===== config.mk =====
export PLATFORM = sky130hd
export DESIGN_NAME = mmu_seq
export DESIGN_NICKNAME = d
export VERILOG_FILES = /design/src/hdl/mmu_pkg.sv /design/src/hdl/mmu_seq.sv
export VERILOG_INCLUDE_DIRS = /design/src /design/src/hdl
export SDC_FILE = /design/constraint.sdc
export NUM_CORES = 1
export LEC_CHECK = 0
export ABC_AREA = 1
export BUFFER_PORTS_ARGS = -buffer_cell sky130_fd_sc_hd__buf_2
export CELL_PAD_IN_SITES_DETAIL_PLACEMENT = 1
export CELL_PAD_IN_SITES_GLOBAL_PLACEMENT = 1
export CORE_ASPECT_RATIO = 1.4
export CORE_UTILIZATION = 35
export CTS_BUF_LIST = sky130_fd_sc_hd__clkbuf_16
export DETAILED_ROUTE_END_ITERATION = 10
export PLACE_DENSITY = 0.71
export SYNTH_ARGS = -nofsm -noshare
export SYNTH_HDL_FRONTEND = slang
export SYNTH_SLANG_ARGS = --single-unit

===== constraint.sdc =====
create_clock -name aclk -period 7.4 [get_ports aclk]
set_clock_uncertainty 0.1 [all_clocks]
set_input_delay 0.37 -clock aclk [delete_from_list [all_inputs] [get_ports aclk]]
set_output_delay 0.37 -clock aclk [all_outputs]
set_load 0.1 [all_outputs]

===== src/hdl/matrix_multiply_unit_defines.svh =====
// Assertion macros used by mmu_seq.
`ifndef MATRIX_MULTIPLY_UNIT_DEFINES_SVH
`define MATRIX_MULTIPLY_UNIT_DEFINES_SVH
`ifndef SYNTHESIS
`define MMU_ASSERT_SAME(name, clk, rstn, ante, cons) \
    name: assert property (@(posedge clk) disable iff (!rstn) (ante) |-> (cons)) \
        else $error("mmu: same-cycle check failed");
`define MMU_ASSERT_NEXT(name, clk, rstn, ante, cons) \
    name: assert property (@(posedge clk) disable iff (!rstn) (ante) |=> (cons)) \
        else $error("mmu: next-cycle check failed");
`else
`define MMU_ASSERT_SAME(name, clk, rstn, ante, cons)
`define MMU_ASSERT_NEXT(name, clk, rstn, ante, cons)
`endif
`endif


===== src/hdl/mmu_pkg.sv =====
package mmu_pkg;

    localparam int unsigned OP_W    = 2;
    localparam int unsigned IDX_W   = 5;
    localparam int unsigned SIZE_W  = 6;
    localparam int unsigned ELEM_W  = 16;
    localparam int unsigned PROD_W  = 32;
    localparam int unsigned ACC_W   = 38;
    localparam int unsigned CFG_A_W = 2;

    localparam logic [OP_W-1:0] OP_WRITE_A = 2'd0;
    localparam logic [OP_W-1:0] OP_WRITE_B = 2'd1;
    localparam logic [OP_W-1:0] OP_READ    = 2'd2;

    localparam logic [CFG_A_W-1:0] REG_ROW_COUNT    = 2'd0;
    localparam logic [CFG_A_W-1:0] REG_INNER_SIZE   = 2'd1;
    localparam logic [CFG_A_W-1:0] REG_COL_COUNT    = 2'd2;
    localparam logic [CFG_A_W-1:0] REG_B_TRANSPOSED = 2'd3;

    localparam logic [SIZE_W-1:0] SIZE_RESET = 6'd32;

    typedef struct packed {
        logic [SIZE_W-1:0] row_count;
        logic [SIZE_W-1:0] inner_size;
        logic [SIZE_W-1:0] col_count;
        logic              b_transposed;
    } cfg_t;

endpackage


===== src/hdl/mmu_seq.sv =====
`include "matrix_multiply_unit_defines.svh"

module mmu_seq #(
    parameter int unsigned MAX_DIM = 32,
    parameter int unsigned ADDR_W  = 10
) (
    input  logic                                aclk,
    input  logic                                aresetn,
    input  mmu_pkg::cfg_t                       cfg,
    input  logic                                s_valid,
    output logic                                s_ready,
    input  logic [mmu_pkg::OP_W-1:0]            s_operation,
    input  logic [mmu_pkg::IDX_W-1:0]           s_row_index,
    input  logic [mmu_pkg::IDX_W-1:0]           s_col_index,
    input  logic signed [mmu_pkg::ELEM_W-1:0]   s_element_value,
    output logic                                m_valid,
    input  logic                                m_ready,
    output logic signed [mmu_pkg::ACC_W-1:0]    m_product_value,
    output logic                                m_status,
    output logic                                a_we,
    output logic                                b_we,
    output logic [ADDR_W-1:0]                   waddr,
    output logic [mmu_pkg::ELEM_W-1:0]          wdata,
    output logic                                rd_en,
    output logic [ADDR_W-1:0]                   a_raddr,
    output logic [ADDR_W-1:0]                   b_raddr,
    input  logic [mmu_pkg::ELEM_W-1:0]          a_rdata,
    input  logic [mmu_pkg::ELEM_W-1:0]          b_rdata
);

    typedef enum logic [1:0] {ST_IDLE, ST_RUN, ST_DRAIN, ST_DONE} state_t;

    localparam int unsigned SW = mmu_pkg::SIZE_W;

    function automatic logic [ADDR_W-1:0] slot(input logic [SW-1:0] r, input logic [SW-1:0] c);
        logic [31:0] s;
        s = 32'(r) * 32'(MAX_DIM) + 32'(c);
        return s[ADDR_W-1:0];
    endfunction

    function automatic logic in_dim(input logic [SW-1:0] idx, input logic [SW-1:0] size);
        return (idx < size) && ({3'b000, idx} < 9'(MAX_DIM));
    endfunction

    state_t                               state_reg;
    logic [SW-1:0]                        t_reg;
    logic [SW-1:0]                        k_reg;
    logic [mmu_pkg::IDX_W-1:0]            row_reg;
    logic [mmu_pkg::IDX_W-1:0]            col_reg;
    logic                                 rd_vld_reg;
    logic                                 prod_vld_reg;
    logic signed [mmu_pkg::PROD_W-1:0]    prod_reg;
    logic signed [mmu_pkg::ACC_W-1:0]     acc_reg;
    logic                                 m_valid_reg;
    logic signed [mmu_pkg::ACC_W-1:0]     m_product_reg;
    logic                                 m_status_reg;

    logic              out_free;
    logic              out_load;
    logic              in_fire;
    logic              imm_status;
    logic              start_read;
    logic              a_ok;
    logic              b_ok;
    logic              rd_ok;
    logic [SW-1:0]     row_ext;
    logic [SW-1:0]     col_ext;
    logic [SW-1:0]     b_rlim;
    logic [SW-1:0]     b_clim;
    logic [SW-1:0]     k_cap;

    assign out_free = !m_valid_reg || m_ready;
    assign s_ready  = (state_reg == ST_IDLE) && out_free;
    assign in_fire  = s_valid && s_ready;
    assign out_load = (in_fire && !start_read) || ((state_reg == ST_DONE) && out_free);

    assign row_ext = {1'b0, s_row_index};
    assign col_ext = {1'b0, s_col_index};
    assign b_rlim  = cfg.b_transposed ? cfg.col_count : cfg.inner_size;
    assign b_clim  = cfg.b_transposed ? cfg.inner_size : cfg.col_count;
    assign a_ok    = in_dim(row_ext, cfg.row_count) && in_dim(col_ext, cfg.inner_size);
    assign b_ok    = in_dim(row_ext, b_rlim) && in_dim(col_ext, b_clim);
    assign rd_ok   = in_dim(row_ext, cfg.row_count) && in_dim(col_ext, cfg.col_count);
    assign k_cap   = ({3'b000, cfg.inner_size} > 9'(MAX_DIM)) ? SW'(MAX_DIM) : cfg.inner_size;

    always_comb begin
        a_we       = 1'b0;
        b_we       = 1'b0;
        start_read = 1'b0;
        imm_status = 1'b1;
        unique case (s_operation)
            mmu_pkg::OP_WRITE_A: begin
                a_we       = in_fire && a_ok;
                imm_status = !a_ok;
            end
            mmu_pkg::OP_WRITE_B: begin
                b_we       = in_fire && b_ok;
                imm_status = !b_ok;
            end
            mmu_pkg::OP_READ: begin
                start_read = in_fire && rd_ok;
                imm_status = !rd_ok;
            end
            default: begin
                imm_status = 1'b1;
            end
        endcase
    end

    assign waddr   = slot(row_ext, col_ext);
    assign wdata   = s_element_value;
    assign rd_en   = (state_reg == ST_RUN);
    assign a_raddr = slot({1'b0, row_reg}, t_reg);
    assign b_raddr = cfg.b_transposed ? slot({1'b0, col_reg}, t_reg)
                                      : slot(t_reg, {1'b0, col_reg});

    always_ff @(posedge aclk) begin
        prod_reg <= $signed(a_rdata) * $signed(b_rdata);
    end

    always_ff @(posedge aclk) begin
        if (!aresetn) begin
            state_reg    <= ST_IDLE;
            rd_vld_reg   <= 1'b0;
            prod_vld_reg <= 1'b0;
            m_valid_reg  <= 1'b0;
        end else begin
            rd_vld_reg   <= rd_en;
            prod_vld_reg <= rd_vld_reg;
            if (out_load) begin
                m_valid_reg <= 1'b1;
            end else if (m_ready) begin
                m_valid_reg <= 1'b0;
            end
            if (prod_vld_reg) begin
                acc_reg <= acc_reg + {{(mmu_pkg::ACC_W - mmu_pkg::PROD_W){prod_reg[31]}}, prod_reg};
            end
            unique case (state_reg)
                ST_IDLE: begin
                    if (start_read) begin
                        row_reg   <= s_row_index;
                        col_reg   <= s_col_index;
                        t_reg     <= '0;
                        k_reg     <= k_cap;
                        acc_reg   <= '0;
                        state_reg <= (k_cap == '0) ? ST_DONE : ST_RUN;
                    end else if (in_fire) begin
                        m_product_reg <= '0;
                        m_status_reg  <= imm_status;
                    end
                end
                ST_RUN: begin
                    t_reg <= t_reg + 1'b1;
                    if (t_reg == k_reg - 1'b1) begin
                        state_reg <= ST_DRAIN;
                    end
                end
                ST_DRAIN: begin
                    if (!rd_vld_reg && !prod_vld_reg) begin
                        state_reg <= ST_DONE;
                    end
                end
                ST_DONE: begin
                    if (out_free) begin
                        m_product_reg <= acc_reg;
                        m_status_reg  <= 1'b0;
                        state_reg     <= ST_IDLE;
                    end
                end
                default: begin
                    state_reg <= ST_IDLE;
                end
            endcase
        end
    end

    assign m_valid         = m_valid_reg;
    assign m_product_value = m_product_reg;
    assign m_status        = m_status_reg;

    `MMU_ASSERT_NEXT(a_rd_to_prod, aclk, aresetn, rd_vld_reg, prod_vld_reg)
    `MMU_ASSERT_SAME(a_idle_empty, aclk, aresetn, state_reg == ST_IDLE, !rd_vld_reg && !prod_vld_reg)
    `MMU_ASSERT_SAME(a_run_bound, aclk, aresetn, state_reg == ST_RUN, t_reg < k_reg)
    `MMU_ASSERT_SAME(a_we_on_fire, aclk, aresetn, a_we || b_we, in_fire && !start_read)

endmodule


# Word level (Yosys, flattened, before mapping)
# Cells that the tools add are included.
[totals] out_inout_bits=90 regBits=136 elab_cells=104 input_bits=83
[op_classes] reduce_logical=35 n_eq_ne=12 add_sub_neg=7 magnitude_cmp=8 n_mul=1 muxes=29
[ops] op="38-bit 2-to-1 mux" n=6
[ops] op="38-bit case mux with 2 select lines" n=1
[ops] op="38-bit adder" n=1
[ops] op="16-bit by 16-bit multiplier with 32-bit output" n=1
[ops] op="5-bit by 6-bit less-than comparator with 1-bit output" n=5
[ops] op="6-bit 2-to-1 mux" n=4
[ops] op="10-bit by 5-bit adder with 10-bit output" n=2
[ops] op="10-bit by 6-bit adder with 10-bit output" n=2
[ops] op="1-bit logical AND" n=16
[ops] op="5-bit by 6-bit less-than comparator with 1-bit output, second input constant" n=2
[ops] op="6-bit case mux with 2 select lines" n=1
[ops] op="10-bit 2-to-1 mux" n=1
[ops] op="2-bit 2-to-1 mux" n=5
[ops] op="2-bit != test, second input constant" n=5
[ops] op="1-bit 2-to-1 mux" n=8
[ops] op="2-bit case mux with 4 select lines" n=1
[ops] op="1-bit logical NOT" n=7
[ops] op="6-bit by 1-bit adder with 6-bit output, second input constant" n=1
[ops] op="2-bit == test, second input constant" n=3
[ops] op="6-bit == test" n=1
[ops] op="6-bit > comparator, second input constant" n=1
[ops] op="6-bit logical NOT" n=1
[ops] op="3-bit AND reduction" n=2
[ops] op="2-bit nonzero test" n=3
[ops] op="other kinds (9)" n=12

# Depth between registers and ports, before layout
[depth] ltp_word=10 depth_mapped=28 depth_no_buf=26

# Least setup slack after synthesis
# No wires, ideal clock.
[synth_path] kind="in2reg" from="in b_rdata[6] (netlist name)" to="reg prod_reg[31] (netlist name)" setup_slack_ns=1.790 required_ns=7.188 setup_time_ns=0.112 stages=24 arrival_ns=5.397 n_path_buf=2 cell_sequence="clkbuf_1 > clkbuf_1 > nand2_1 > inv_1 > fa_1 > fa_1 > fa_1 > fa_1 > fa_1 > inv_1 > fa_1 > inv_1 > ha_1 > nand2_1 > inv_1 > nand2_1 > nor3_1 > nand4_1 > nand3_2 > nand2_1 > o21bai_2 > inv_1 > nand2_1 > nand2_1"
[synth_via] elab_chain_cells=1
[synth_lines] item="start: declaration" line_no="mmu_seq.sv:28" text="input logic [mmu_pkg::ELEM_W-1:0] b_rdata"
[synth_lines] item="16-bit by 16-bit multiplier with 32-bit output" line_no="mmu_seq.sv:118" text="prod_reg <= $signed(a_rdata) * $signed(b_rdata);"
[synth_lines] item="end signal: assignment" line_no="mmu_seq.sv:118"
[synth_lines] item="end: declaration" line_no="mmu_seq.sv:52" text="logic signed [mmu_pkg::PROD_W-1:0] prod_reg;"
# No other way between the ends.
# A chain may end at the register's enable or synchronous reset.

# Worst setup path in the final report
[layout_path] from="in b_rdata[4] (netlist name)" to="reg prod_reg[31] (netlist name)"
# Same word-level chain as after synthesis.

==> results.md <==
- The number of placed instances, taps included, is 3,304.
- In this run the vertical extent of the chip is 281 µm.
- The final critical path takes up 77.1% of the cycle.
- The initial utilization of the core area, before any placement, comes to 35.4%.
- The first-pass GRT wire length is 93,300 µm.
- The number of enable-type register cells in the synthesized netlist is 99.
- In this run the horizontal extent of the chip is 202 µm.
- The achievable clock frequency is 175 MHz.
- The routed layout has 15,991 vias.
- The number of nets in the synthesized netlist is 3,036.
- The worst setup path is captured at a flop.
- The average instance in the mapped netlist occupies 7.68 µm².
- The quantity of hold-fixing buffers added after cts is 0.
- The flow ran to the end, and the final reports show no timing, DRC or antenna violations.
- The aggregate global routing overflow is 0.
- The fraction of registers with async set or reset after synthesis is 0%.
- The detailed-placement wirelength estimate is 48,000 µm.
- The number of antenna cells inserted is 0.
- The count of endpoints failing hold in the final timing report came to 0.
- In the synthesized netlist, the number of instances is 2,541.
- The peak-usage layer in the global routing report is met2.
- The floorplan step defined a die boundary enclosing 56,700 µm².
- For the worst setup path, the data arrival time is 5.94 ns.
- The count of standard-cell rows is 102.
- The met2 track utilization from global routing is 42.8%.
- Of all nets on the critical path, the largest fanout is 16.
- The worst setup slack for register-to-register paths is 4.00 ns.
- The number of clock buffers inserted by TritonCTS is 17.
- The fraction of met1 tracks used by global routing is 22.3%.
- Yosys printed 0 warnings.
- Dividing the detail-routed wire length by the instance count gives 16.9 µm.
- The aggregate negative setup slack is 0 ns.
- Among all cell types in the netlist, the one instantiated most often is inv_1.
- For this run, the total global-route usage over all layers was measured as 20.9%.
- The kind of path behind the tightest hold check is in -> reg.
- The root buffer cell chosen for the clock tree is clkbuf_16.
- After clock tree synthesis, the clock-pin slew on the worst setup and hold paths is 0.06 ns.
- The part of the Yosys area used for sequential elements is 19.0%.
- The post-detailed-route via-to-cell ratio is 4.79.
- After detailed routing, the number of remaining DRC violations is 0.
- The count of final max-slew check failures is 0.
- Routability-driven placement finished with a final weighted congestion of 0.899.
- The cell area after synthesis is 19,500 µm².
- The nature of the critical path startpoint is an input port.
- The leading register cell type out of synthesis is edfxtp_1.
- By area the synthesized netlist is led by fa_1 (27%), edfxtp_1 (15%), inv_1 (12%), nand2_1 (12%), ha_1 (9.6%).
- The routed design could run at a clock period as short as 5.70 ns.
- After synthesis, the largest area contributor takes up 27.0% of total cell area.
- The clock tree from TritonCTS is built.
- The longest clock path from root to sink contains 2 buffers.
- The number of setup buffers added after CTS is 0.
- The total length of routed wires is 56,500 µm.
- The worst max-slew margin expressed relative to the limit is 51.0%.
- In the final layout, the share of cells above drive strength 1 is 8.74%.
- Input and output buffers added on the ports amount to 140.
- Setup repair after global routing left no endpoint under its margin.
- The worst-margin pin slew is 0.735 ns.
- By count the netlist is led by inv_1 (635), nand2_1 (620), fa_1 (263).
- The level count of the clock H-tree is 4.
- The number of antenna violations at the first check in global routing is 0.
- The critical path data required time is 7.64 ns.
- The number of detailed-route iterations in the first pass is 5.
- After the last flow step, the layout net total stands at 3,090.
- The clock latency at the later pin of the worst-skew pair is 0.45 ns.
- Cells fill 38.5% of the core in the end.
- Of all cell types, the one taking the most synthesized area is fa_1.
- For met3 alone, demand over resource in global routing was 1.82%.
- The area of the core region is 55,100 µm².
- Post-CTS repair changed the size of 0 cells.
- The count of nets left with antenna violations once routing finished came out at 0.
- The count of different cell masters after synthesis is 52.
- Entering global routing, the biggest net connects 70 pins.
- The synthesized design contains 136 register bits.
- The number of global-route vias before repair was 18,171.
- Compared with the post-synthesis result, the final layout area differs by 8.83%.
- By startpoint and endpoint, the worst setup path is classified as in -> reg.
- Setup violations remaining at the end of the flow were counted as 0.
- The number of placed I/O pins is 173.
- The post-layout instance count excluding filler cells is 3,336.
- The CTS sink count is 136.
- Across the run, the number of max-cap violations was 0.
- The violation count after the first detailed-route iteration is 537.
==> cells by family (layout without fill, tap and decap cells) <==
| logic type | after synthesis | count (layout) | share of synthesized area [%] |
|---|---|---|---|
| buf+inv | 754 | 821 | 15.2 |
| fa+ha+maj | 412 | 412 | 36.6 |
| compound gates | 224 | 224 | 6.62 |
| simple gates | 959 | 959 | 20.1 |
| flops | 136 | 136 | 19.0 |
| xor+xnor | 55 | 55 | 2.47 |
| mux | 1 | 1 | 0.0513 |
==> cells in the final DEF, fill, tap and decap left out, drive strengths merged, types with 17 or more instances in the layout <==
cell type,n
a21oi,91
buf,145
clkbuf,17
dfxtp,37
edfxtp,99
fa,263
ha,149
inv,645
nand2,632
nand3,75
nand4,19
nor2,193
nor3,19
o21ai,86
xnor2,24
xor2,31
==> per-layer routing <==
layer  part of all wire, %  up-vias
met2                    57      218
met5                     0        -
met1                    39     8047
li1                      -     7655
met4                   2.0        0
met3                   1.9       71
==> stage by stage <==
| step | area [µm²] | hold WS [ns] | worst slack, ns |
|---|---|---|---|
| 5_1_grt | 21200 | 0.0465 | 1.41 |
| 2_1_floorplan | 19500 | 0.307 | 1.79 |
| 4_1_cts | 21200 | 0.0391 | 1.68 |
| 6_report | 21200 | 0.0615 | 1.70 |
| 3_5_place_dp | 20600 | 0.320 | 1.23 |
| 3_3_place_gp | 20600 | 0.318 | 1.42 |
==> worst max-delay path, cell delays in order <==
cell and delay [ns]:
buf_2 0.37, nand2_1 0.18, inv_1 0.15, fa_1 0.49, fa_1 0.80, fa_1 0.53, fa_1 0.52, fa_1 0.49
inv_1 0.05, fa_1 0.47, inv_1 0.04, ha_1 0.34, nand2_1 0.11, inv_1 0.06, nand2_1 0.06, nor3_1 0.23
nand4_1 0.15, nand3_2 0.15, nand2_1 0.09, o21bai_2 0.14, inv_1 0.06, nand2_1 0.05, nand2_1 0.04
==> cell type report <==
class | count | area (µm²)
inverter | 644 | 2420
multi-input combinational | 1651 | 12800
fill | 6865 | 33900
clock buffer | 17 | 425
tap | 728 | 911
sequential | 136 | 3710
timing repair buffer | 145 | 738
clock inverter | 15 | 175
==> path summary, 6_finish.rpt <==
check / cells past startpoint / to / from
setup reg to reg: 10 / m_product_value[28]$_SDFFCE_PN0P_ / state_reg[0]$_SDFFE_PN0P_
hold / removal: 1 / row_reg[2]$_DFFE_PP_ / s_row_index[2]
setup / recovery: 23 / prod_reg[31]$_DFF_P_ / b_rdata[4]
hold reg to reg: 2 / prod_vld_reg$_SDFF_PN0_ / rd_vld_reg$_SDFF_PN0_
Power is left out: the tool's default activity adds up to more than one toggle a clock period on the data nets, which glitch-free logic cannot reach.
