<file path="config.mk">
export PLATFORM = sky130hd
export DESIGN_NAME = mmu_cfg
export DESIGN_NICKNAME = d
export VERILOG_FILES = /design/src/hdl/matrix_multiply_unit_defines.svh /design/src/hdl/mmu_pkg.sv /design/src/hdl/mmu_cfg.sv
export SDC_FILE = /design/constraint.sdc
export NUM_CORES = 1
export LEC_CHECK = 0
export BUFFER_PORTS_ARGS = -buffer_cell sky130_fd_sc_hd__buf_4
export CAP_MARGIN = 15
export CORE_MARGIN = 3
export CORE_UTILIZATION = 48
export CTS_CLUSTER_DIAMETER = 50
export CTS_CLUSTER_SIZE = 16
export DETAILED_ROUTE_END_ITERATION = 6
export MAX_ROUTING_LAYER = met4
export PLACE_DENSITY = 0.8
export SKIP_CTS_REPAIR_TIMING = 1
export SYNTH_ARGS = -nofsm -noshare
export SYNTH_HDL_FRONTEND = slang
export SYNTH_SLANG_ARGS = --single-unit
</file>
<file path="constraint.sdc">
create_clock -name aclk -period 3.3 [get_ports aclk]
set_clock_uncertainty 0.2 [all_clocks]
set_input_delay 0.33 -clock aclk [delete_from_list [all_inputs] [get_ports aclk]]
set_output_delay 0.33 -clock aclk [all_outputs]
set_load 0.02 [all_outputs]
</file>
<file path="src/hdl/matrix_multiply_unit_defines.svh">
// Assertion macros used by mmu_seq.
`ifndef MATRIX_MULTIPLY_UNIT_DEFINES_SVH
`define MATRIX_MULTIPLY_UNIT_DEFINES_SVH
`ifndef SYNTHESIS
`define MMU_ASSERT_SAME(name, clk, rstn, ante, cons) \
    name: assert property (@(posedge clk) disable iff (!rstn) (ante) |-> (cons)) \
        else $error("mmu: same-cycle check failed");
`define MMU_ASSERT_NEXT(name, clk, rstn, ante, cons) \
    name: assert property (@(posedge clk) disable iff (!rstn) (ante) |=> (cons)) \
        else $error("mmu: next-cycle check failed");
`else
`define MMU_ASSERT_SAME(name, clk, rstn, ante, cons)
`define MMU_ASSERT_NEXT(name, clk, rstn, ante, cons)
`endif
`endif

</file>
<file path="src/hdl/mmu_pkg.sv">
package mmu_pkg;

    localparam int unsigned OP_W    = 2;
    localparam int unsigned IDX_W   = 5;
    localparam int unsigned SIZE_W  = 6;
    localparam int unsigned ELEM_W  = 16;
    localparam int unsigned PROD_W  = 32;
    localparam int unsigned ACC_W   = 38;
    localparam int unsigned CFG_A_W = 2;

    localparam logic [OP_W-1:0] OP_WRITE_A = 2'd0;
    localparam logic [OP_W-1:0] OP_WRITE_B = 2'd1;
    localparam logic [OP_W-1:0] OP_READ    = 2'd2;

    localparam logic [CFG_A_W-1:0] REG_ROW_COUNT    = 2'd0;
    localparam logic [CFG_A_W-1:0] REG_INNER_SIZE   = 2'd1;
    localparam logic [CFG_A_W-1:0] REG_COL_COUNT    = 2'd2;
    localparam logic [CFG_A_W-1:0] REG_B_TRANSPOSED = 2'd3;

    localparam logic [SIZE_W-1:0] SIZE_RESET = 6'd32;

    typedef struct packed {
        logic [SIZE_W-1:0] row_count;
        logic [SIZE_W-1:0] inner_size;
        logic [SIZE_W-1:0] col_count;
        logic              b_transposed;
    } cfg_t;

endpackage

</file>
<file path="src/hdl/mmu_cfg.sv">
module mmu_cfg (
    input  logic                             aclk,
    input  logic                             aresetn,
    input  logic                             cfg_wr_en,
    input  logic [mmu_pkg::CFG_A_W-1:0]      cfg_addr,
    input  logic [mmu_pkg::SIZE_W-1:0]       cfg_wdata,
    output mmu_pkg::cfg_t                    cfg
);

    logic [mmu_pkg::SIZE_W-1:0] row_count_reg;
    logic [mmu_pkg::SIZE_W-1:0] inner_size_reg;
    logic [mmu_pkg::SIZE_W-1:0] col_count_reg;
    logic                       b_transposed_reg;

    always_ff @(posedge aclk) begin
        if (!aresetn) begin
            row_count_reg    <= mmu_pkg::SIZE_RESET;
            inner_size_reg   <= mmu_pkg::SIZE_RESET;
            col_count_reg    <= mmu_pkg::SIZE_RESET;
            b_transposed_reg <= 1'b0;
        end else if (cfg_wr_en) begin
            unique case (cfg_addr)
                mmu_pkg::REG_ROW_COUNT:    row_count_reg    <= cfg_wdata;
                mmu_pkg::REG_INNER_SIZE:   inner_size_reg   <= cfg_wdata;
                mmu_pkg::REG_COL_COUNT:    col_count_reg    <= cfg_wdata;
                mmu_pkg::REG_B_TRANSPOSED: b_transposed_reg <= cfg_wdata[0];
            endcase
        end
    end

    assign cfg.row_count    = row_count_reg;
    assign cfg.inner_size   = inner_size_reg;
    assign cfg.col_count    = col_count_reg;
    assign cfg.b_transposed = b_transposed_reg;

endmodule

</file>
-- Word level (Yosys, flattened, before mapping)
Index checks and enable logic that the tools add are counted.
- flip-flop bits (word level): 19
- bits of input ports: 11
- output and inout bits: 19
- equality and inequality tests: 3
- reductions and logical operators: 5
- operator list (cell ; number):
    $reduce_and 2->1 ; 4
    $eq 2x2->1 const B ; 2
    $eq 2x1->1 const B ; 1
    $logic_not 2->1 ; 1

-- Longest topological paths before layout
Gate-level depths: netlist of run 1.
- depth after elaboration: 2
- gate-level depth with buffers: 3
- depth with buffers taken out: 2

-- Least setup slack after synthesis of run 1
No wires, ideal clock.
- path kind: input -> register
- start point: input cfg_addr[1] (netlist name)
- end point: register row_count_reg[5] (netlist name)
- arrival time: 964 ps
- path slack: 2012 ps
- stages on the path: 3
- path buffers: 1
- path through: or3b_1 buf_2 mux2i_1
- longest elaborated chain between the ends: 2
- RTL lines (what ; RTL line ; RTL):
    start, declared ; mmu_cfg.sv:5 ; input logic [mmu_pkg::CFG_A_W-1:0] cfg_addr,
    $logic_not 2->1 ; mmu_cfg.sv:22 ; unique case (cfg_addr)
    $reduce_and 2->1 (no source line) ; - ;
    end signal, assigned ; mmu_cfg.sv:17 ; row_count_reg <= mmu_pkg::SIZE_RESET;
    end signal, assigned ; mmu_cfg.sv:23 ; mmu_pkg::REG_ROW_COUNT: row_count_reg <= cfg_wdata;
    end, declared ; mmu_cfg.sv:10 ; logic [mmu_pkg::SIZE_W-1:0] row_count_reg;
No other way between the ends.
A chain may end at the register's enable or synchronous reset.

-- Worst setup path after layout of run 1
- start point: register row_count_reg[4] (netlist name)
- end point: output cfg[17] (netlist name)
- RTL lines (what ; RTL line ; RTL):
    end, declared ; mmu_cfg.sv:7 ; output mmu_pkg::cfg_t cfg
No word-level cell between the ends.

==> results of run 1 <==
-- stage by stage --
step / area (µm²) / hold WS (ns) / setup WS [ns] / utilization
after floorplan: 723 / 0.239 / 2.01 / -
after CTS: 967 / 0.112 / 1.96 / 0.716
after global placement: 940 / 0.246 / 1.83 / 0.696
after global routing: 967 / 0.112 / 1.93 / 0.716
final: 967 / 0.112 / 1.96 / 0.716
after detailed placement: 940 / 0.252 / 1.80 / 0.696
-- cell type report --
class | count | area [µm²] | share of cell area
multi-input combinational | 48 | 323 | 0.334
clock buffer | 3 | 22.5 | 0.0233
tap | 15 | 18.8 | 0.0194
clock inverter | 1 | 5.00 | 0.00517
sequential | 19 | 380 | 0.393
timing repair buffer | 29 | 218 | 0.225
-- cell usage after synthesis (all sizes together) --
| library cell | instances |
|---|---|
| nand3b | 2 |
| or3b | 1 |
| dfxtp | 19 |
| nand2 | 21 |
| mux2i | 19 |
| nand3 | 1 |
| clkbuf | 2 |
| buf | 2 |
| nor2b | 4 |
-- layer usage --
| metal | GRT usage | share of wire |
|---|---|---|
| met1 | 0.205 | 0.45 |
| met2 | 0.241 | 0.45 |
| met3 | 0.0518 | 0.092 |
| met4 | 0.0702 | 0.014 |
| met5 | - | 0 |
-- kinds of logic (layout without fill, tap and decap cells) --
family,Yosys count,after routing
muxes,19,19
DFF,19,19
buffers and inverters,4,33
and+or+nand+nor,29,29
-- power by group through the flow --
stage,clock network [mW],logic [mW],registers (mW)
3_3_place_gp,0,0.0562,0.246
4_1_cts,0.120,0.0571,0.241
3_5_place_dp,0,0.0568,0.247
2_1_floorplan,0,0.0216,0.256
6_report,0.117,0.0564,0.241
5_1_grt,0.129,0.0614,0.242
-- worst paths after layout --
check / to / slack [ns]
hold reg to reg: b_transposed_reg / 0.27
setup reg to reg: inner_size_reg[3] / 2.47
hold / removal: inner_size_reg[5] / 0.11
setup / recovery: cfg[17] / 1.96
==> flow_summary.rst, run 1 <==
.. list-table::
   :header-rows: 1

   * - Metric
     - Value
   * - Final nets
     - 112
   * - Top cells by area in the synthesized netlist
     - sky130_fd_sc_hd__dfxtp_1 53%, sky130_fd_sc_hd__mux2i_1 26%, sky130_fd_sc_hd__nand2_1 11%
   * - Hold Vio Cnt, Final
     - 0
   * - Netlist area before placement
     - 723 µm²
   * - Type of the worst setup path
     - flip-flop to output port
   * - CTS root buf
     - sky130_fd_sc_hd__clkbuf_4
   * - Critical path buffers and inverters
     - 1
   * - Clock edge transition at the registers on the reported setup and hold paths
     - 0.11 ns
   * - Critical Path AT
     - 0.81 ns
   * - Worst hold-check path type
     - input port to flip-flop
   * - Share of final-layout standard cells stronger than drive strength 1
     - 0.330
   * - Compound-cell area share of the yosys netlist
     - 0
   * - Crit path capture type
     - output port
   * - Relative slew margins
     - 0.706
   * - Start point of the critical path
     - row_count_reg[4]
   * - Final worst path period need
     - approximately 1.3 ns
   * - Cell internal power dissipation
     - 0.309 mW
   * - Most frequent standard cell in the layout excluding fill and tap cells
     - sky130_fd_sc_hd__buf_4
   * - Number of cells on the critical path
     - 1
   * - Mean area per synthesized cell
     - 10.2 µm²
   * - Vias
     - 581
   * - Final Slew Violations
     - 0
   * - Worst voltage drop across the vdd grid
     - 0.000221 V
   * - Io pins
     - 30
   * - Cell at the slowest stage of the critical path
     - sky130_fd_sc_hd__dfxtp_1
   * - Maximum fanout along the worst path
     - 2
   * - Power share of the combinational group
     - 0.136
   * - Total Routed Length
     - 1390 µm
   * - Clock latency at the later pin of the worst-skew pair
     - 0.29 ns
   * - Sw Ratio
     - 0.253
   * - Final antenna diode count
     - 0
   * - Horiz. Die Dim
     - 44.8 µm
   * - Reported max-cap violation count
     - 0
   * - Count of input and output buffers
     - 29
   * - RePlAce Congestion
     - just over 0.7
   * - Static leakage power
     - 0.525 nW
   * - Initial core utilization
     - 0.536
   * - Switch Pwr
     - 0.105 mW
   * - Clock network fraction of total power
     - 0.282
   * - H-tree Lvls
     - 1
   * - Post-route non-filler standard cell count
     - between 100 and 150
   * - Req. time, crit path
     - approximately 2.8 ns
   * - Highest clock frequency the design can meet
     - about 750 MHz
   * - DRT Pass-1 Iters
     - 4
   * - Synthesized Nets
     - 82
   * - Actual transition at the worst max-transition pin
     - 0.439 ns
   * - Number of rows created at floorplan
     - 13
   * - Result of the run
     - complete, no violations
   * - Family of cells with the greatest summed delay on the critical path
     - flip-flops
   * - Via count of the first global-routing pass
     - 514
   * - Cells after DPL
     - between 100 and 150
   * - Max clock buf depth
     - 2
   * - Fraction of the yosys area taken by sequential cells
     - 0.526
   * - Number of clock buffers inserted by TritonCTS
     - 3
   * - Synth Register Bits
     - 19
   * - Global routing usage summed across all routing layers
     - 0.163
   * - Worst-path cell chain
     - buf_4
   * - Worst hold path depth
     - 3
   * - Area share of and/or/nand/nor cells after synthesis
     - 0.183
   * - GRT Residual Overflow
     - 0
   * - Syn. warnings
     - 0
   * - Setup violators final
     - 0
   * - Placeable Area
     - around 0.0014 mm²
   * - Combinational family with the most area after synthesis
     - multiplexers
   * - Hold path start
     - cfg_wdata[5]
   * - Fraction of synthesized area in multiplexers
     - 0.263
   * - Starting DRC count in detailed routing
     - 2
   * - Commonest non-fill, non-tap cells in the layout
     - 29 x sky130_fd_sc_hd__buf_4, 21 x sky130_fd_sc_hd__nand2_1, 19 x sky130_fd_sc_hd__mux2i_1, 19 x sky130_fd_sc_hd__dfxtp_1, 4 x sky130_fd_sc_hd__nor2b_1
   * - Synth Area in XOR/XNOR
     - 0
   * - Synth Instances
     - 71
   * - DP Wirelength
     - 1020 µm
   * - Power Dens Cells
     - 428 mW/mm²
   * - Via count normalized by instance count
     - 5.05
   * - CTS tree
     - done
   * - Synthesis-to-finish area growth
     - 33.7%
   * - Largest net degree at the start of global routing
     - 26
   * - Total power
     - slightly above 0.4 mW
   * - Synthesized-area fraction occupied by adder cells
     - 0
   * - Wire length of the first global-routing pass
     - roughly 2300 µm
   * - Fraction of power consumed by sequential logic
     - 0.582
   * - Remaining design rule violation count
     - 0
   * - Proportion of netlist area held by the largest area contributor
     - 0.526
   * - Share of the clock period used by the worst path
     - 0.405
   * - Number of antenna violations at the first check in global routing
     - 0
   * - Critical path startpoint category
     - flip-flop
   * - Number of unique standard cell types used by synthesis
     - 10
   * - Delay of the slowest cell on the worst path
     - 0.36 ns
   * - Total negative slack
     - 0 ns
   * - Fill cells
     - around 120
   * - Height of the chip
     - ~45 µm
   * - Area of the die
     - 0.00201 mm²
   * - Avg WL per Cell
     - 12.1 µm
   * - Reg2reg path depth
     - 2
   * - ANT nets after route
     - 0
   * - Unrepaired setup endpoints after global routing
     - no
   * - Worst reg2reg startpoint
     - inner_size_reg[3]
   * - Largest area contributor in the synthesized netlist
     - sky130_fd_sc_hd__dfxtp_1
   * - CTS sink cnt
     - 19
No activity file was read; power rests on OpenSTA's default activity.
==> inputs of run 2 (changes only) <==
--- a/config.mk
+++ b/config.mk
@@ -5,15 +5,17 @@
 export SDC_FILE = /design/constraint.sdc
 export NUM_CORES = 1
 export LEC_CHECK = 0
+export ABC_AREA = 1
 export BUFFER_PORTS_ARGS = -buffer_cell sky130_fd_sc_hd__buf_4
 export CAP_MARGIN = 15
+export CORE_ASPECT_RATIO = 1.4
 export CORE_MARGIN = 3
-export CORE_UTILIZATION = 48
+export CORE_UTILIZATION = 43
 export CTS_CLUSTER_DIAMETER = 50
 export CTS_CLUSTER_SIZE = 16
 export DETAILED_ROUTE_END_ITERATION = 6
 export MAX_ROUTING_LAYER = met4
-export PLACE_DENSITY = 0.8
+export PLACE_DENSITY = 0.73
 export SKIP_CTS_REPAIR_TIMING = 1
 export SYNTH_ARGS = -nofsm -noshare
 export SYNTH_HDL_FRONTEND = slang
==> constraint.sdc (replaced) <==
create_clock -name aclk -period 1.2 [get_ports aclk]
set_clock_uncertainty 0.2 [all_clocks]
set_input_delay 0.12 -clock aclk [delete_from_list [all_inputs] [get_ports aclk]]
set_output_delay 0.12 -clock aclk [all_outputs]
set_load 0.02 [all_outputs]
==> run 2 against run 1 <==
Non-clock buffer count up 11. Setup slack worse by 1.9 ns. Sequential share of layout area down 6.4 points. Synthesized cell count up 73%. The flow now finishes with violations (hold timing). Register-to-register slack worse by 2.2 ns. Largest cell class unchanged. Wire length up 33%. Via count up 40%. Critical path type unchanged. First-iteration DRC count rose to 8.5 times the previous value.
==> flow_summary.rst, run 2 <==
.. list-table::
   :header-rows: 1

   * - Metric
     - Value
   * - Critical Path AT
     - about 0.82 ns
   * - Worst reg2reg startpoint
     - col_count_reg[0]
   * - Type of the worst setup path
     - flip-flop to output port
   * - Netlist area before placement
     - 861 µm²
   * - Synthesized Nets
     - 134
   * - Synth Instances
     - 123
   * - Critical path buffers and inverters
     - 1
   * - Power Dens Cells
     - 1090 mW/mm²
   * - Setup slack of the most critical reg-to-reg path
     - 0.32 ns
   * - Delay of the slowest cell on the worst path
     - 0.37 ns
   * - CTS root buf
     - sky130_fd_sc_hd__clkbuf_4
   * - Proportion of netlist area held by the largest area contributor
     - 0.442
   * - RePlAce Congestion
     - between 0.6 and 0.7
   * - End of the worst hold path
     - row_count_reg[0]
   * - Worst-path cell chain
     - buf_4
   * - Height of the chip
     - 58.9 µm
   * - Worst flop-to-flop path endpoint
     - col_count_reg[0]
   * - Count of input and output buffers
     - 29
   * - Cell at the slowest stage of the critical path
     - sky130_fd_sc_hd__dfxtp_1
   * - Number of antenna violations at the first check in global routing
     - 0
   * - Power share of the combinational group
     - 0.204
   * - CTS sink cnt
     - 19
   * - Wire length of the first global-routing pass
     - ~3000 µm
   * - Hold Vio Cnt, Final
     - 5
   * - Unrepaired setup endpoints after global routing
     - no
   * - Total negative slack
     - 0 ns
   * - Result of the run
     - complete, but fails checks
   * - Worst hold path depth
     - 4
   * - Worst voltage drop across the vdd grid
     - 0.000626 V
   * - Share of final-layout standard cells stronger than drive strength 1
     - 0.226
   * - Max clock buf depth
     - 2
   * - Family of cells with the greatest summed delay on the critical path
     - flip-flops
   * - Most common cell in the netlist
     - sky130_fd_sc_hd__nand2_1
   * - Final antenna diode count
     - 0
   * - CTS tree
     - done
   * - ANT nets after route
     - 0
   * - Number of unique standard cell types used by synthesis
     - 13
   * - Switch Pwr
     - ~0.35 mW
   * - Post-synth top cells
     - 31 x sky130_fd_sc_hd__nand2_1, 27 x sky130_fd_sc_hd__nor2_1, 19 x sky130_fd_sc_hd__dfxtp_1
   * - Number of cells on the critical path
     - 1
   * - Final core utilization
     - 0.634
   * - Actual transition at the worst max-transition pin
     - 0.417 ns
   * - Fraction of the yosys area taken by sequential cells
     - 0.442
   * - Clock latency at the later pin of the worst-skew pair
     - 0.30 ns
   * - Share of the clock period used by the worst path
     - 0.948
   * - GRT Residual Overflow
     - 0
   * - Synth Register Bits
     - 19
   * - Highest clock frequency the design can meet
     - 879 MHz
   * - Critical path startpoint category
     - flip-flop
   * - Total power
     - 1.26 mW
   * - Total Routed Length
     - 1850 µm
   * - Sw Ratio
     - 0.280
   * - Io pins
     - 30
   * - Maximum fanout along the worst path
     - 2
   * - Worst hold-check path type
     - input port to flip-flop
   * - Cell internal power dissipation
     - 0.911 mW
   * - Setup violators final
     - 0
   * - Placed Instance Area
     - 0.00103 mm²
   * - Reported max-cap violation count
     - 0
   * - Synthesis-to-finish area growth
     - 34.3%
   * - DP Wirelength
     - between 1000 and 1500 µm
   * - Via count normalized by instance count
     - 4.55
   * - Area of all placed cells without fillers
     - 0.00116 mm²
   * - Hold path start
     - cfg_wr_en
   * - Number of clock buffers inserted by TritonCTS
     - 3
   * - Relative slew margins
     - 0.722
   * - Placeable Area
     - 0.00182 mm²
   * - Remaining design rule violation count
     - 0
   * - Area of the die
     - 0.00258 mm²
   * - Via count of the first global-routing pass
     - around 770
   * - Initial core utilization
     - 0.472
   * - Horiz. Die Dim
     - 43.8 µm
   * - Clock network fraction of total power
     - 0.257
   * - Starting DRC count in detailed routing
     - 17
   * - Post-synthesis async set-or-reset flop share
     - 0
   * - Syn. warnings
     - 0
   * - Number of rows created at floorplan
     - 18
   * - DRT Pass-1 Iters
     - 4
   * - Most frequent standard cell in the layout excluding fill and tap cells
     - sky130_fd_sc_hd__nand2_1
   * - Vias
     - 814
   * - Fraction of power consumed by sequential logic
     - 0.539
   * - Reg2reg path depth
     - 4
   * - Dominant register cell in the synthesized netlist
     - sky130_fd_sc_hd__dfxtp_1
   * - Largest net degree at the start of global routing
     - 20
   * - Final nets
     - 171
   * - Largest area contributor in the synthesized netlist
     - sky130_fd_sc_hd__dfxtp_1
   * - Final worst path period need
     - 1.14 ns
   * - Number of flops mapped to enable cells by yosys
     - 0
   * - Final Slew Violations
     - 0
   * - Mean area per synthesized cell
     - 7.00 µm²
   * - Global routing usage summed across all routing layers
     - 0.154
   * - H-tree Lvls
     - 1
   * - Req. time, crit path
     - 0.88 ns
   * - Static leakage power
     - 0.625 nW
   * - Crit path capture type
     - output port
   * - Violations in the final reports
     - hold timing
   * - Top cells by area in the synthesized netlist
     - sky130_fd_sc_hd__dfxtp_1 44%, sky130_fd_sc_hd__nand2_1 14%, sky130_fd_sc_hd__nor2_1 12%
   * - Commonest non-fill, non-tap cells in the layout
     - 31 x sky130_fd_sc_hd__nand2_1, 30 x sky130_fd_sc_hd__buf_4, 27 x sky130_fd_sc_hd__nor2_1
   * - Clock edge transition at the registers on the reported setup and hold paths
     - roughly 0.11 ns
   * - Hold_ws
     - -0.0381 ns
   * - Avg WL per Cell
     - 10.3 µm
==> run 2: area by class of cell <==
cell class / count / area [µm²]
sequential: 19 / 380
multi-input combinational: 78 / 332
clock buffer: 4 / 26.3
tap: 20 / 25.0
inverter: 18 / 67.6
timing repair buffer: 40 / 325
fill: 184 / 668
==> run 2: kinds of logic (layout without fill, tap and decap cells) <==
kind of cell / count (synthesis) / count (layout) / synth area share
buffers and inverters: 26 / 62 / 0.173
flip-flops: 19 / 19 / 0.442
AND/OR/NAND/NOR: 73 / 73 / 0.356
AO/OA/AOI/OAI: 5 / 5 / 0.0291
==> run 2: how the worst max path moves through the flow <==
stage	slack, ns	to	start
after CTS	0.07	cfg[5]	col_count_reg[4]
after global placement	0.07	row_count_reg[3]	cfg_addr[1]
after detailed placement	0.02	row_count_reg[4]	cfg_addr[1]
final	0.06	cfg[1]	col_count_reg[0]
after global routing	0.05	cfg[1]	col_count_reg[0]
after floorplan	0.28	row_count_reg[0]	cfg_wr_en
==> run 2: power by group through the flow <==
stage / clock network [mW] / registers (mW) / logic (mW)
2_1_floorplan: 0 / 0.732 / 0.112
4_1_cts: 0.334 / 0.681 / 0.234
6_report: 0.325 / 0.681 / 0.258
3_3_place_gp: 0 / 0.694 / 0.228
3_5_place_dp: 0 / 0.695 / 0.233
5_1_grt: 0.352 / 0.685 / 0.286
==> run 2: through the flow <==
step / instances / setup slack, ns
5_1_grt: 179 / 0.0453
3_5_place_dp: 165 / 0.0210
3_3_place_gp: 165 / 0.0702
4_1_cts: 169 / 0.0712
6_report: 179 / 0.0628
2_1_floorplan: 123 / 0.282
==> run 2: per-layer routing <==
metal	GRT usage	routed length, µm
met5	-	0
met4	0.0776	20
met3	0.0183	79
met2	0.263	963
met1	0.173	781
